--- src/hw/rtl/ttip_pkg.sv ---
`timescale 1ns / 1ps
// ----------------------------------------------------------------------------
// ttip_pkg - shared types and constants for the text-to-integer parser
// Word formats, parser state, phase and status codes, character helpers.
// ----------------------------------------------------------------------------
package ttip_pkg;

  localparam int VALUE_W = 32;
  localparam int COUNT_W = 16;
  localparam int BASE_W  = 6;
  // accumulator * base + digit never exceeds this width
  localparam int PROD_W  = VALUE_W + BASE_W;

  localparam logic [BASE_W-1:0] BASE_AUTO    = 6'd0;
  localparam logic [BASE_W-1:0] BASE_ONE     = 6'd1;
  localparam logic [BASE_W-1:0] BASE_OCT     = 6'd8;
  localparam logic [BASE_W-1:0] BASE_DEC     = 6'd10;
  localparam logic [BASE_W-1:0] BASE_HEX     = 6'd16;
  localparam logic [BASE_W-1:0] BASE_MAX     = 6'd36;
  localparam logic [BASE_W-1:0] BASE_RESET   = 6'd10;
  // above every legal base, so "digit >= base" rejects it
  localparam logic [BASE_W-1:0] DIGIT_NONE   = 6'd63;

  localparam logic [7:0] CH_SPACE  = 8'h20;
  localparam logic [7:0] CH_TAB    = 8'h09;
  localparam logic [7:0] CH_CR     = 8'h0D;
  localparam logic [7:0] CH_PLUS   = 8'h2B;
  localparam logic [7:0] CH_MINUS  = 8'h2D;
  localparam logic [7:0] CH_ZERO   = 8'h30;
  localparam logic [7:0] CH_NINE   = 8'h39;
  localparam logic [7:0] CH_UP_A   = 8'h41;
  localparam logic [7:0] CH_UP_X   = 8'h58;
  localparam logic [7:0] CH_UP_Z   = 8'h5A;
  localparam logic [7:0] CH_LO_A   = 8'h61;
  localparam logic [7:0] CH_LO_X   = 8'h78;
  localparam logic [7:0] CH_LO_Z   = 8'h7A;
  localparam logic [7:0] LETTER_OFS = 8'd10;

  typedef enum logic [2:0] {
    PH_IDLE,
    PH_SPACE,
    PH_SIGNED,
    PH_ZERO,
    PH_HEXMARK,
    PH_DIGITS,
    PH_DONE
  } phase_t;

  typedef enum logic [1:0] {
    ST_OK       = 2'd0,
    ST_NO_CONV  = 2'd1,
    ST_OVERFLOW = 2'd2,
    ST_BAD_BASE = 2'd3
  } status_t;

  typedef struct packed {
    logic       first;
    logic [7:0] ch;
  } in_word_t;

  typedef struct packed {
    logic signed [VALUE_W-1:0] value;
    status_t                   status;
    logic [COUNT_W-1:0]        consumed_count;
  } out_word_t;

  typedef struct packed {
    phase_t             phase;
    logic               negative;
    logic [VALUE_W-1:0] acc;
    logic [BASE_W-1:0]  ebase;
    logic               saw_digit;
    logic               overflowed;
    logic [COUNT_W-1:0] count;
  } parse_state_t;

  function automatic logic is_space(input logic [7:0] c);
    return (c == CH_SPACE) || (c >= CH_TAB && c <= CH_CR);
  endfunction

  // digit value 0..35, DIGIT_NONE for anything else
  function automatic logic [BASE_W-1:0] digit_of(input logic [7:0] c);
    logic [7:0] d;
    if (c >= CH_ZERO && c <= CH_NINE) begin
      d = c - CH_ZERO;
    end else if (c >= CH_LO_A && c <= CH_LO_Z) begin
      d = c - (CH_LO_A - LETTER_OFS);
    end else if (c >= CH_UP_A && c <= CH_UP_Z) begin
      d = c - (CH_UP_A - LETTER_OFS);
    end else begin
      d = {2'b00, DIGIT_NONE};
    end
    return d[BASE_W-1:0];
  endfunction

endpackage

--- src/hw/rtl/text_to_integer_parser_top.sv ---
`timescale 1ns / 1ps
// ----------------------------------------------------------------------------
// text_to_integer_parser_top - streaming strtol-style number parser
// Input register, one-byte parser step, result register.
// ----------------------------------------------------------------------------
// Takes one string byte per word and returns one result word when the byte
// ending the number arrives (or at once on an invalid base). A byte is taken
// every cycle unless the input side stalls; a result passes through the input
// register, then the result register. The per-byte limit is the digit
// multiply-add and saturation compare in ttip_step. The input side stalls
// only while the result register is full and not taken.
// cfg_wdata is the radix (2..36, 0 = auto) and is latched at each first byte;
// write it only while the parser is idle.
module text_to_integer_parser_top (
  input  logic                        clk,
  input  logic                        rst_n,
  input  logic                        in_valid,
  output logic                        in_ready,
  input  ttip_pkg::in_word_t          in_data,
  output logic                        out_valid,
  input  logic                        out_ready,
  output ttip_pkg::out_word_t         out_data,
  input  logic                        cfg_we,
  input  logic [ttip_pkg::BASE_W-1:0] cfg_wdata
);

  logic                        s1_valid_r, s1_valid_nxt;
  ttip_pkg::in_word_t          s1_word_r;
  logic                        out_valid_r, out_valid_nxt;
  ttip_pkg::out_word_t         out_word_r;
  ttip_pkg::parse_state_t      st_r, st_nxt;
  logic [ttip_pkg::BASE_W-1:0] base_r;
  logic                        s1_fire;
  logic                        step_emit;
  ttip_pkg::out_word_t         step_result;

  ttip_step u_step (
    .st          (st_r),
    .word        (s1_word_r),
    .number_base (base_r),
    .st_nxt      (st_nxt),
    .emit        (step_emit),
    .result      (step_result)
  );

  assign s1_fire  = s1_valid_r && (!out_valid_r || out_ready);
  assign in_ready = !s1_valid_r || s1_fire;

  always_comb begin
    s1_valid_nxt  = (in_valid && in_ready) ? 1'b1 : (s1_valid_r && !s1_fire);
    out_valid_nxt = s1_fire ? step_emit : (out_valid_r && !out_ready);
  end

  always_ff @(posedge clk) begin
    if (!rst_n) begin
      s1_valid_r  <= 1'b0;
      out_valid_r <= 1'b0;
      base_r      <= ttip_pkg::BASE_RESET;
      st_r        <= '{phase: ttip_pkg::PH_IDLE, negative: 1'b0, acc: '0, ebase: '0,
                       saw_digit: 1'b0, overflowed: 1'b0, count: '0};
    end else begin
      s1_valid_r  <= s1_valid_nxt;
      out_valid_r <= out_valid_nxt;
      if (cfg_we) base_r <= cfg_wdata;
      if (s1_fire) st_r <= st_nxt;
    end
  end

  always_ff @(posedge clk) begin
    if (in_valid && in_ready) s1_word_r <= in_data;
    if (s1_fire && step_emit) out_word_r <= step_result;
  end

  assign out_valid = out_valid_r;
  assign out_data  = out_word_r;

  a_done_after_emit: assert property (@(posedge clk) disable iff (!rst_n)
    (s1_fire && step_emit) |=> (st_r.phase == ttip_pkg::PH_DONE))
    else $error("parser not in done phase after a result");

  a_acc_bound: assert property (@(posedge clk) disable iff (!rst_n)
    st_r.acc <= ({1'b1, {(ttip_pkg::VALUE_W-1){1'b0}}}))
    else $error("accumulator beyond signed limit");

  a_fail_zero: assert property (@(posedge clk) disable iff (!rst_n)
    (out_valid_r && (out_word_r.status == ttip_pkg::ST_BAD_BASE ||
                     out_word_r.status == ttip_pkg::ST_NO_CONV))
      |-> (out_word_r.value == '0 && out_word_r.consumed_count == '0))
    else $error("failed conversion with nonzero value or count");

  a_stall_cause: assert property (@(posedge clk) disable iff (!rst_n)
    !in_ready |-> (s1_valid_r && out_valid_r && !out_ready))
    else $error("input stalled without a full result register");

endmodule

--- src/hw/rtl/ttip_step.sv ---
`timescale 1ns / 1ps
// ----------------------------------------------------------------------------
// ttip_step - one-byte parser step
// Next parser state and optional result for the current byte. One
// multiply-add by the base plus a limit compare on the digit path.
// ----------------------------------------------------------------------------
module ttip_step (
  input  ttip_pkg::parse_state_t       st,
  input  ttip_pkg::in_word_t           word,
  input  logic [ttip_pkg::BASE_W-1:0]  number_base,
  output ttip_pkg::parse_state_t       st_nxt,
  output logic                         emit,
  output ttip_pkg::out_word_t          result
);

  localparam int VW = ttip_pkg::VALUE_W;
  localparam int CW = ttip_pkg::COUNT_W;
  localparam int PW = ttip_pkg::PROD_W;

  function automatic logic [CW-1:0] sat_inc(input logic [CW-1:0] c);
    return (c == {CW{1'b1}}) ? c : c + CW'(1);
  endfunction

  ttip_pkg::parse_state_t    n;
  ttip_pkg::phase_t          ph;
  logic [ttip_pkg::BASE_W-1:0] eb;
  logic [ttip_pkg::BASE_W-1:0] dig;
  logic                      do_signed;
  logic                      do_digit;
  logic [PW-1:0]             prod;
  logic [PW-1:0]             limit;

  always_comb begin
    n         = st;
    ph        = st.phase;
    eb        = st.ebase;
    emit      = 1'b0;
    result    = '{value: '0, status: ttip_pkg::ST_OK, consumed_count: '0};
    do_signed = 1'b0;
    do_digit  = 1'b0;
    dig       = ttip_pkg::digit_of(word.ch);
    prod      = '0;
    limit     = '0;

    if (word.first) begin
      n.negative   = 1'b0;
      n.acc        = '0;
      n.saw_digit  = 1'b0;
      n.overflowed = 1'b0;
      n.count      = '0;
      eb           = number_base;
      ph           = ttip_pkg::PH_SPACE;
      if (eb == ttip_pkg::BASE_ONE || eb > ttip_pkg::BASE_MAX) begin
        emit          = 1'b1;
        result.status = ttip_pkg::ST_BAD_BASE;
        ph            = ttip_pkg::PH_DONE;
      end
    end

    // bad base ends the string at once; PH_DONE then ignores this byte
    if (!emit) begin
      case (ph)
        ttip_pkg::PH_SPACE: begin
          if (ttip_pkg::is_space(word.ch)) begin
            n.count = sat_inc(n.count);
            n.phase = ttip_pkg::PH_SPACE;
          end else if (word.ch == ttip_pkg::CH_PLUS || word.ch == ttip_pkg::CH_MINUS) begin
            n.negative = (word.ch == ttip_pkg::CH_MINUS);
            n.count    = sat_inc(n.count);
            n.phase    = ttip_pkg::PH_SIGNED;
          end else begin
            do_signed = 1'b1;
          end
        end
        ttip_pkg::PH_SIGNED: do_signed = 1'b1;
        ttip_pkg::PH_ZERO: begin
          if (word.ch == ttip_pkg::CH_LO_X || word.ch == ttip_pkg::CH_UP_X) begin
            eb      = ttip_pkg::BASE_HEX;
            n.count = sat_inc(n.count);
            n.phase = ttip_pkg::PH_HEXMARK;
          end else begin
            if (eb == ttip_pkg::BASE_AUTO) eb = ttip_pkg::BASE_OCT;
            do_digit = 1'b1;
          end
        end
        ttip_pkg::PH_HEXMARK: begin
          if (dig < ttip_pkg::BASE_HEX) begin
            do_digit = 1'b1;
          end else begin
            // "0x" with no hex digit: only the '0' converts
            emit                  = 1'b1;
            result.status         = ttip_pkg::ST_OK;
            result.consumed_count = (n.count == {CW{1'b1}}) ? n.count : n.count - CW'(1);
            n.phase               = ttip_pkg::PH_DONE;
          end
        end
        ttip_pkg::PH_DIGITS: do_digit = 1'b1;
        default: n.phase = ph;
      endcase

      if (do_signed) begin
        if (word.ch == ttip_pkg::CH_ZERO &&
            (eb == ttip_pkg::BASE_AUTO || eb == ttip_pkg::BASE_HEX)) begin
          n.saw_digit = 1'b1;
          n.count     = sat_inc(n.count);
          n.phase     = ttip_pkg::PH_ZERO;
        end else begin
          if (eb == ttip_pkg::BASE_AUTO) eb = ttip_pkg::BASE_DEC;
          do_digit = 1'b1;
        end
      end

      if (do_digit) begin
        if (dig >= eb) begin
          emit    = 1'b1;
          n.phase = ttip_pkg::PH_DONE;
          if (!n.saw_digit) begin
            result.status = ttip_pkg::ST_NO_CONV;
          end else if (n.overflowed) begin
            result.status         = ttip_pkg::ST_OVERFLOW;
            result.value          = n.negative ? $signed({1'b1, {(VW-1){1'b0}}})
                                               : $signed({1'b0, {(VW-1){1'b1}}});
            result.consumed_count = n.count;
          end else begin
            result.status         = ttip_pkg::ST_OK;
            result.value          = n.negative ? $signed(-n.acc) : $signed(n.acc);
            result.consumed_count = n.count;
          end
        end else begin
          // acc > (limit - d) / base  <=>  acc * base + d > limit
          prod  = PW'(n.acc) * PW'(eb) + PW'(dig);
          limit = (PW'(1) << (VW - 1)) - PW'(!n.negative);
          n.saw_digit = 1'b1;
          if (n.overflowed || prod > limit) begin
            n.overflowed = 1'b1;
          end else begin
            n.acc = prod[VW-1:0];
          end
          n.count = sat_inc(n.count);
          n.phase = ttip_pkg::PH_DIGITS;
        end
      end
    end else begin
      n.phase = ph;
    end

    n.ebase = eb;
    st_nxt  = n;
  end

endmodule
--- config.mk ---
export PLATFORM = sky130hd
export DESIGN_NAME = text_to_integer_parser_top
export DESIGN_NICKNAME = d
export VERILOG_FILES = /design/src/hw/rtl/ttip_pkg.sv /design/src/hw/rtl/text_to_integer_parser_top.sv /design/src/hw/rtl/ttip_step.sv
export SDC_FILE = /design/constraint.sdc
export NUM_CORES = 1
export LEC_CHECK = 0
export BUFFER_PORTS_ARGS = -buffer_cell sky130_fd_sc_hd__buf_2
export CORE_UTILIZATION = 30
export DETAILED_ROUTE_END_ITERATION = 7
export SYNTH_ARGS = -nofsm -noshare
export SYNTH_HDL_FRONTEND = slang
export SYNTH_SLANG_ARGS = --single-unit
--- constraint.sdc ---
create_clock -name clk -period 20.9 [get_ports clk]
set_input_delay 6.27 -clock clk [delete_from_list [all_inputs] [get_ports clk]]
set_output_delay 6.27 -clock clk [all_outputs]
set_load 0.01 [all_outputs]
==> results.ini, run 1 <==
[run_status]
status = finished clean

[timing]
fin_tns_setup_ps = 0
fin_crit_sh_pct = 62.9
setup_viol = 0
clock_skew_ps = 17.8
hold_violations = 0
max_freq_ghz = 0.0761
setup_ws_ps = 7750
min_period_ps = 13150
holdWs_ps = 485
tightest_slew_ps = 1180
relSlewSlack_pct = 20.9
grt_setup_unrepaired = false
slew_viol_final = 0

[clock_network]
cts_root_buffer = clkbuf_16
clk_latency_ps = 460
postCtsSetupRepairBufs = 0
clk_path_buf_depth = 2
cts_tree = built
post_cts_resize_count = 0
holdBufCountCts = 0
clk_pin_slew_ps = 70
cts.sinks = 127
numCtsBuffers = 17
h-tree-depth = 4

[setup_path]
cp.required_ps = 14630
cp_common_cell = buf_2
path_max_fanout = 5
startpoint_type = input port
crit_arrival_ps = 6880
cpMaxStageDelayCell = nor2b_1
critical_path.max_stage_delay_ps = 260
cp_cell_sequence = buf_2 -> nor2b_1 -> nand2_1 -> buf_2
critical_path_class = in2out
end_kind = output pin

[floorplanning]
ioPinCount = 72
start_util_pct = 30.6
rows = 82
core-area_mm2 = 0.0506
fp.dieH_um = 229
dieArea_mm2 = 0.0526
die_w_um = 229

[grt]
overflow = 0
gr-usage-all-layers_pct = 18.8
grt_pass1_wl_um = 78100
antenna_found_initial = 0
grt_max_degree = 65
grt_pass1_vias = 14200

[synthesis]
synth-simple-area-share_pct = 23.4
yosysWarnings = 0
synth_compound_area_share_pct = 18.8
synth_xor_area_share_pct = 4.18
synth_area_mm2 = 0.0155
ys_seq_area_share_pct = 20.2
muxShareOfSynthArea_pct = 1.59
synth_top_family_by_area = adder cells
yosys_most_used_dff = dfxtp_1
avgSynthCellArea_um2 = 8.35
syn_inst = 1857
ys_types = 107
synth_edf_count = 59
synthAdderAreaFrac_pct = 26.8
ys_ff_latch = 127
syn_nets = 2134
async_flop_share_pct = 0

[detailed_routing]
vias = 14100
route.detailed.drc = 0
routedWlPerCell_um = 18.9
first_pass_iters = 7
wl_um = 48500
drtAntennaViolNets = 0
vias_per_cell = 5.49
drtIter0Drc = 1106

[power_and_ir_drop]
p_sw_mw = 0.210
peakVddDrop_v = 0.0000530
clkPwrFrac_pct = 44.2
leakagePower_nw = 7.69
seq_power_share_pct = 40.1
p_sw_share_pct = 30.6
intPower_mw = 0.477
power.density_mw_per_mm2 = 40.1
p_comb_share_pct = 15.8

[flow_run]
maxCapViolCount = 0

[layout]
diodes = 0
final_cell_mix = 261 x nor2_1, 196 x nand2_1, 133 x ha_1
layout.nets = 2164
drive_gt1_share_pct = 9.63
layout_commonest_cell = nor2_1
area_growth_syn_to_layout_pct = 10.5
fill_cells = 5220

[place]
place_ws_ps = 7740
io_buffers = 71
hpwl_um = 36400
place.gp.congestion = 0.946

[hold_path]
hold_path_class = reg2reg

-- final timing paths --
| kind | start | endpoint | slack, ps | depth (start not counted) |
|---|---|---|---|---|
| hold reg to reg | st_r[33] | st_r[33] | 480 | 1 |
| hold / removal | st_r[33] | st_r[33] | 480 | 1 |
| setup reg to reg | s1_word_r[8] | st_r[37] | 9420 | 42 |
| setup / recovery | out_ready | in_ready | 7750 | 4 |
-- area by class of cell --
cell class	instances	area (um^2)	area share, %
clock buffers	20	437	2.55
clock inverters	12	134	0.782
inverters	112	420	2.46
multi-input cells	1533	11600	67.8
flip-flops and latches	127	3130	18.3
well taps	672	841	4.91
repair buffers	96	543	3.17
-- power groups by stage --
stage / clock, mW / sequential, mW / combinational [mW]
after global placement: 0 / 0.280 / 0.105
after floorplan: 0 / 0.280 / 0.0683
after global routing: 0.317 / 0.276 / 0.118
after CTS: 0.308 / 0.275 / 0.107
after detailed placement: 0 / 0.281 / 0.107
final: 0.303 / 0.275 / 0.108
-- critical path, delay by kind of cell --
| kind | cells | cell delay, ps |
|---|---|---|
| simple gates | 2 | 370 |
| buf+inv | 2 | 240 |
-- through the flow --
step	total power [mW]	instances	util, %	instance area, um^2
global placement	0.386	2540	32.7	16600
CTS	0.691	2572	33.9	17100
floorplan	0.349	1857	-	15500
detailed placement	0.387	2540	32.7	16600
finish	0.687	2572	33.9	17100
global route	0.711	2572	33.9	17100
-- cells by family (layout without fill, tap and decap cells) --
| family | after synthesis | after routing |
|---|---|---|
| flip-flops | 127 | 127 |
| buffers and inverters | 197 | 240 |
| AND/OR/NAND/NOR | 752 | 752 |
| multiplexers | 24 | 24 |
| AO/OA/AOI/OAI | 426 | 426 |
| adder cells (fa/ha/maj) | 257 | 257 |
| XOR/XNOR | 74 | 74 |
-- Yosys cell counts, drive strengths merged (23+ instances only) --
master,number,area (um^2)
xnor2,52,455
nand3,60,318
nand2b,25,156
nand4,23,150
a21oi,100,519
fa,124,2480
dfxtp,68,1360
ha,133,1660
nor2,264,1000
nor3,31,181
clkbuf,64,240
and2,25,156
nand2,198,746
a21o,36,270
o21ai,93,469
inv,109,409
edfxtp,59,1770
a22o,23,201
a31oi,33,236
nor2b,39,244
-- registers in the layout, summed over array words and instances (netlist names) --
signal      count
base_r          6
out_data       50
out_valid       1
s1_valid_r      1
s1_word_r       9
st_r           60
-- routing by layer --
| layer | vias up | share of wire (%) | track usage (%) |
|---|---|---|---|
| met5 | - | 0 | 0 |
| met4 | 0 | 4.0 | 8.67 |
| met3 | 93 | 5.9 | 2.89 |
| met2 | 513 | 47 | 31.3 |
| met1 | 6907 | 43 | 23.9 |
| li1 | 6610 | - | - |
Note: power is estimated with default switching activity, not from simulation.
==> run 2, diff against run 1 <==
Clock period 20.9 ns to 13.6 ns, I/O delays scaled along.
==> run 2 against run 1 <==
  * Utilization about the same
  * Sequential power is 54% higher
  * Sequential share of layout area is essentially flat
  * Routed wire length up 1.8%
  * Clock skew shrank 1.6 ps
  * Final area down 0.12%
  * Critical path type is now reg2reg
  * Highest routed layer is now met5
==> results.ini, run 2 (synthesis results as in run 1) <==
[place]
io_buffers = 71  ; unchanged
hpwl_um = 37400  ; +2.5%
place.gp.congestion = 0.955  ; +0.93%

[layout]
layout.nets = 2160  ; -0.18%
drive_gt1_share_pct = 9.60  ; -0.032 points
area_growth_syn_to_layout_pct = 10.3
top_register = st_r
fill_cells = 5228  ; +0.15%
final_cell_mix = 261 x nor2_1, 196 x nand2_1, 133 x ha_1
largest_register_ffs = 60  ; unchanged
layout_commonest_cell = nor2_1
diodes = 0  ; unchanged

[clock_network]
cts_tree = built
clk_latency_ps = 460  ; about the same
clk_path_buf_depth = 2  ; unchanged
clk_pin_slew_ps = 60  ; about the same
postCtsSetupRepairBufs = 0  ; unchanged
cts.sinks = 127  ; unchanged
h-tree-depth = 4  ; unchanged
numCtsBuffers = 17  ; unchanged
post_cts_resize_count = 0  ; unchanged
cts_root_buffer = clkbuf_16
holdBufCountCts = 0  ; unchanged

[timing]
hold_violations = 0  ; unchanged
min_period_ps = 11230
fin_tns_setup_ps = 0  ; unchanged
slew_viol_final = 0  ; unchanged
setup_viol = 0  ; unchanged
grt_setup_unrepaired = false
clock_skew_ps = 16.2  ; -1.56 ps
fin_crit_sh_pct = 82.5
tightest_slew_ps = 1290  ; +105 ps
relSlewSlack_pct = 13.8  ; -7.2 points
max_freq_ghz = 0.0891
holdWs_ps = 489  ; +4.49 ps

[hold_path]
worstHoldPathCells = 1  ; unchanged
hold_path_class = reg2reg

[grt]
grt-busiest-layer = met2
use_met1_pct = 23.7  ; -0.19 points
use_met3_pct = 3.49  ; +0.60 points
gr-usage-all-layers_pct = 19.0  ; +0.15 points
grt_max_degree = 65  ; unchanged
met2_usage_pct = 31.0  ; -0.26 points
grt_pass1_wl_um = 78500  ; +0.56%
grt_pass1_vias = 14200  ; -0.021%
overflow = 0  ; unchanged
antenna_found_initial = 1  ; +1

[setup_path]
path_max_fanout = 25  ; +20
critical_path.max_stage_delay_ps = 820  ; +560 ps
crit_arrival_ps = 11630  ; +4750 ps
critical_path_class = reg2reg
startpoint_type = flop
ff2ff_setup_slack_ps = 2370  ; -7050 ps
cp.required_ps = 14000  ; -630 ps
cp_common_cell = inv_1
ff2ff_path_depth = 43  ; +2.4%
end_kind = flop
cpMaxStageDelayCell = o311ai_0

[floorplanning]
ioPinCount = 72  ; unchanged
core-area_mm2 = 0.0506  ; unchanged
rows = 82  ; unchanged
start_util_pct = 30.6  ; unchanged
fp.dieH_um = 229  ; unchanged
dieArea_mm2 = 0.0526  ; unchanged
die_w_um = 229  ; unchanged

[power_and_ir_drop]
peakVddDrop_v = 0.0000671  ; +27%
power_mw = 1.06  ; +55%
leakagePower_nw = 7.68  ; -0.10%
power.density_mw_per_mm2 = 62.1  ; +55%

[detailed_routing]
first_pass_iters = 5  ; -2
drtAntennaViolNets = 0  ; unchanged
vias = 14200  ; +0.69%
vias_per_cell = 5.54  ; +0.85%
routedWlPerCell_um = 19.2  ; +2.0%
wl_um = 49400  ; +1.8%
drtIter0Drc = 1254  ; +13%
route.detailed.drc = 0  ; unchanged

[flow_run]
maxCapViolCount = 0  ; unchanged

[run_status]
status = finished clean

-- run 2: changes by cell type in the layout (fill, tap and decap cells not counted), sizes merged --
cell	previous run	this run
buf	96	92
clkinv	6	10
clkbuf	20	18
inv	114	112
-- run 2: path summary, 6_finish.rpt --
path,from,end
max,s1_word_r[8],st_r[42]
min reg2reg,st_r[33],st_r[33]
max reg2reg,s1_word_r[8],st_r[42]
min,st_r[33],st_r[33]
-- run 2: layout make-up --
class                      count  area, um^2  area share, %
inverter                     112         420           2.46
clock buffer                  18         439           2.57
tap                          672         841           4.92
multi-input combinational   1533       11600           67.9
clock inverter                14         140          0.819
timing repair buffer          92         513           3.00
sequential                   127        3130           18.3
-- run 2: power breakdown --
part	internal (mW)	total [mW]	switching (mW)	leakage, nW
Combinational	0.0496	0.165	0.116	6.27
Clock	0.274	0.473	0.199	0.284
Sequential	0.412	0.424	0.0118	1.12
Total	0.736	1.06	0.326	7.68
-- run 2: worst max-delay path, delay by kind of cell, from the launching register on --
kind,cells,cell delay (ps)
multiplexers,1,380
buffers and inverters,9,1310
flip-flops,1,760
XOR/XNOR,1,200
AND/OR/NAND/NOR,12,3100
adder cells (fa/ha/maj),6,2290
AO/OA/AOI/OAI,14,3100
-- run 2: metal layers --
layer,vias up,wire length [um]
met5,-,13
met2,545,23000
met3,122,3090
met1,6949,21000
li1,6603,-
met4,2,2290
-- run 2: stage by stage --
stage / instance area (um^2) / std cells / util [%] / setup WS [ps]
6_report: 17100 / 2568 / 33.8 / 2370
5_1_grt: 17100 / 2568 / 33.8 / 1600
4_1_cts: 17100 / 2568 / 33.8 / 2470
3_5_place_dp: 16500 / 2536 / 32.7 / 2510
3_3_place_gp: 16500 / 2536 / 32.7 / 2750
2_1_floorplan: 15500 / 1857 / - / 4280
==> run 3, diff against run 2 <==
Clock period 13.6 ns to 9.05 ns, I/O delays scaled along.
==> run 3 against run 2 <==
  * The run now ends with setup timing left
  * Clock-buffer cell count is 1 lower
  * Routed wire length rose by 10%
  * Fmax is 23% higher
  * Die area unchanged
  * Critical endpoint is now st_r[26]
  * Sequential power increased by 50%
  * Critical path depth grew 20
  * Via count up 7.5%
  * Highest routed layer is now met4
==> results.ini, run 3 (synthesis results as in run 1) <==
[detailed_routing]
vias_per_cell = 5.48  ; -1.0%
drtIter0Drc = 1313  ; +4.7%
wl_met2_um = 26300  ; +14%
wl_um = 54400  ; +10%
first_pass_iters = 7  ; +2
routedWlPerCell_um = 19.5  ; +1.4%
met3_length_um = 3430  ; +11%
vias = 15300  ; +7.5%
drtAntennaViolNets = 0  ; unchanged
top_layer_used = met4
met1_length_um = 22300  ; +6.5%
route.detailed.drc = 0  ; unchanged

[clock_network]
cts_root_buffer = clkbuf_16
clk_latency_ps = 460  ; about the same
cts_tree = built
clk_path_buf_depth = 2  ; unchanged
cts.sinks = 127  ; unchanged
clk_pin_slew_ps = 70  ; about the same
numCtsBuffers = 17  ; unchanged
h-tree-depth = 4  ; unchanged

[hold_path]
hold_path_class = reg2reg

[floorplanning]
rows = 82  ; unchanged
core-area_mm2 = 0.0506  ; unchanged
start_util_pct = 30.6  ; unchanged
dieArea_mm2 = 0.0526  ; unchanged
die_w_um = 229  ; unchanged
ioPinCount = 72  ; unchanged
fp.dieH_um = 229  ; unchanged

[power_and_ir_drop]
leakagePower_nw = 8.91  ; +16%
peakVddDrop_v = 0.000103  ; +53%
power.density_mw_per_mm2 = 88.5  ; +43%

[layout]
layout.nets = 2382  ; +10%
drive_gt1_share_pct = 23.1  ; +14 points
diodes = 0  ; unchanged
largest_register_ffs = 60  ; unchanged
multi_input_area_mm2 = 0.0121  ; +4.5%
register_area_mm2 = 0.00313  ; unchanged
layout_commonest_cell = nor2_1
final_util_pct = 38.4  ; +4.6 points
final_cell_mix = 242 x nor2_1, 224 x buf_4, 196 x nand2_1
top_register = st_r
fill_cells = 5034  ; -3.7%
instances_no_fill = 2790  ; +8.6%
area_growth_syn_to_layout_pct = 25.3

[grt]
overflow = 0  ; unchanged
grt_max_degree = 62  ; -4.6%
grt_pass1_wl_um = 83900  ; +6.8%
antenna_found_initial = 0  ; -1
gr-usage-all-layers_pct = 20.1  ; +1.2 points
grt_pass1_vias = 15200  ; +6.8%

[timing]
tightest_slew_ps = 1140  ; -148 ps
slew_viol_final = 0  ; unchanged
setup_ws_ps = -43.2  ; -2420 ps
min_period_ps = 9090  ; -2130 ps
holdWs_ps = 496  ; +6.60 ps
clock_skew_ps = 18.8  ; +2.53 ps
relSlewSlack_pct = 23.7  ; +9.9 points
fin_tns_setup_ps = -112  ; -112 ps
setup_viol = 4  ; +4
hold_violations = 0  ; unchanged
fin_crit_sh_pct = 100  ; +18 points
grt_setup_unrepaired = true
max_freq_ghz = 0.110  ; +23%

[setup_path]
cp.required_ps = 9400  ; -4600 ps
startpoint_type = flop
path_max_fanout = 8  ; -68%
crit_arrival_ps = 9450  ; -2180 ps
cpMaxStageDelayCell = edfxtp_1
ff2ff_setup_slack_ps = -40  ; -2420 ps
critical_path_class = reg2reg
critical_path.max_stage_delay_ps = 480  ; -340 ps
cp_common_cell = buf_4
end_kind = flop

[place]
place_ws_ps = -492  ; -3000 ps
place.gp.congestion = 0.956  ; +0.19%
io_buffers = 71  ; unchanged
hpwl_um = 39300  ; +5.3%
dp.cells = 2668  ; +5.2%

[run_status]
violations = setup timing
status = finished with violations

[flow_run]
maxCapViolCount = 0  ; unchanged

==> run 3: changes by cell type in the layout (fill, tap and decap cells not counted), sizes merged <==
cell / change
buf: +216
inv: +6
clkinv: -3
a21oi: +2
clkbuf: +2
bufinv: -1
clkinvlp: -1
nand2b: +1
==> run 3: timing repair <==
item | in CTS | in global routing
resized for setup | 32 | 110
hold buffers | 0 | 0
pin swaps | 22 | 96
buffers inserted | 50 | 34
endpoints found under the hold margin | 0 | 0
setup endpoints to repair | 33 | 146
gates cloned | 0 | 6
==> run 3: critical path: cells and delay by family, from the launching register on <==
family	cells	cell delay, ps
AOI/OAI and AO/OA	4	820
buffers and inverters	53	6750
DFF	1	480
muxes	1	310
and+or+nand+nor	5	600
==> run 3: metal layers <==
metal | vias to the layer above | track usage (%)
li1 | 7066 | -
met1 | 7401 | 25.7
met2 | 678 | 34.0
met3 | 144 | 2.68
met4 | 0 | 8.63
met5 | - | 0
==> run 3: power by group <==
group / internal, mW / switching, mW / total (mW)
clock network: 0.386 / 0.318 / 0.703
registers: 0.619 / 0.0147 / 0.634
logic: 0.160 / 0.222 / 0.381
total: 1.16 / 0.554 / 1.72
==> run 3: metrics by stage <==
step           area (um^2)  power (mW)
2_1_floorplan        15500       0.806
3_3_place_gp         17500       0.927
3_5_place_dp         17500       0.930
4_1_cts              18600        1.67
5_1_grt              19400        1.78
6_report             19400        1.72
==> run 3: layout make-up <==
type                       instances  area share [%]
clock buffer                      17            2.19
clock inverter                    15           0.754
inverter                         112            2.19
multi-input combinational       1536            62.5
sequential                       127            16.1
tap                              672            4.33
timing repair buffer             311            11.9
==> run 3: worst paths after layout <==
| kind | endpoint | cells after the start | start |
|---|---|---|---|
| max | st_r[26] | 63 | s1_word_r[8] |
| min reg2reg | st_r[33] | 1 | st_r[33] |
| min | st_r[33] | 1 | st_r[33] |
| max reg2reg | st_r[26] | 63 | s1_word_r[8] |
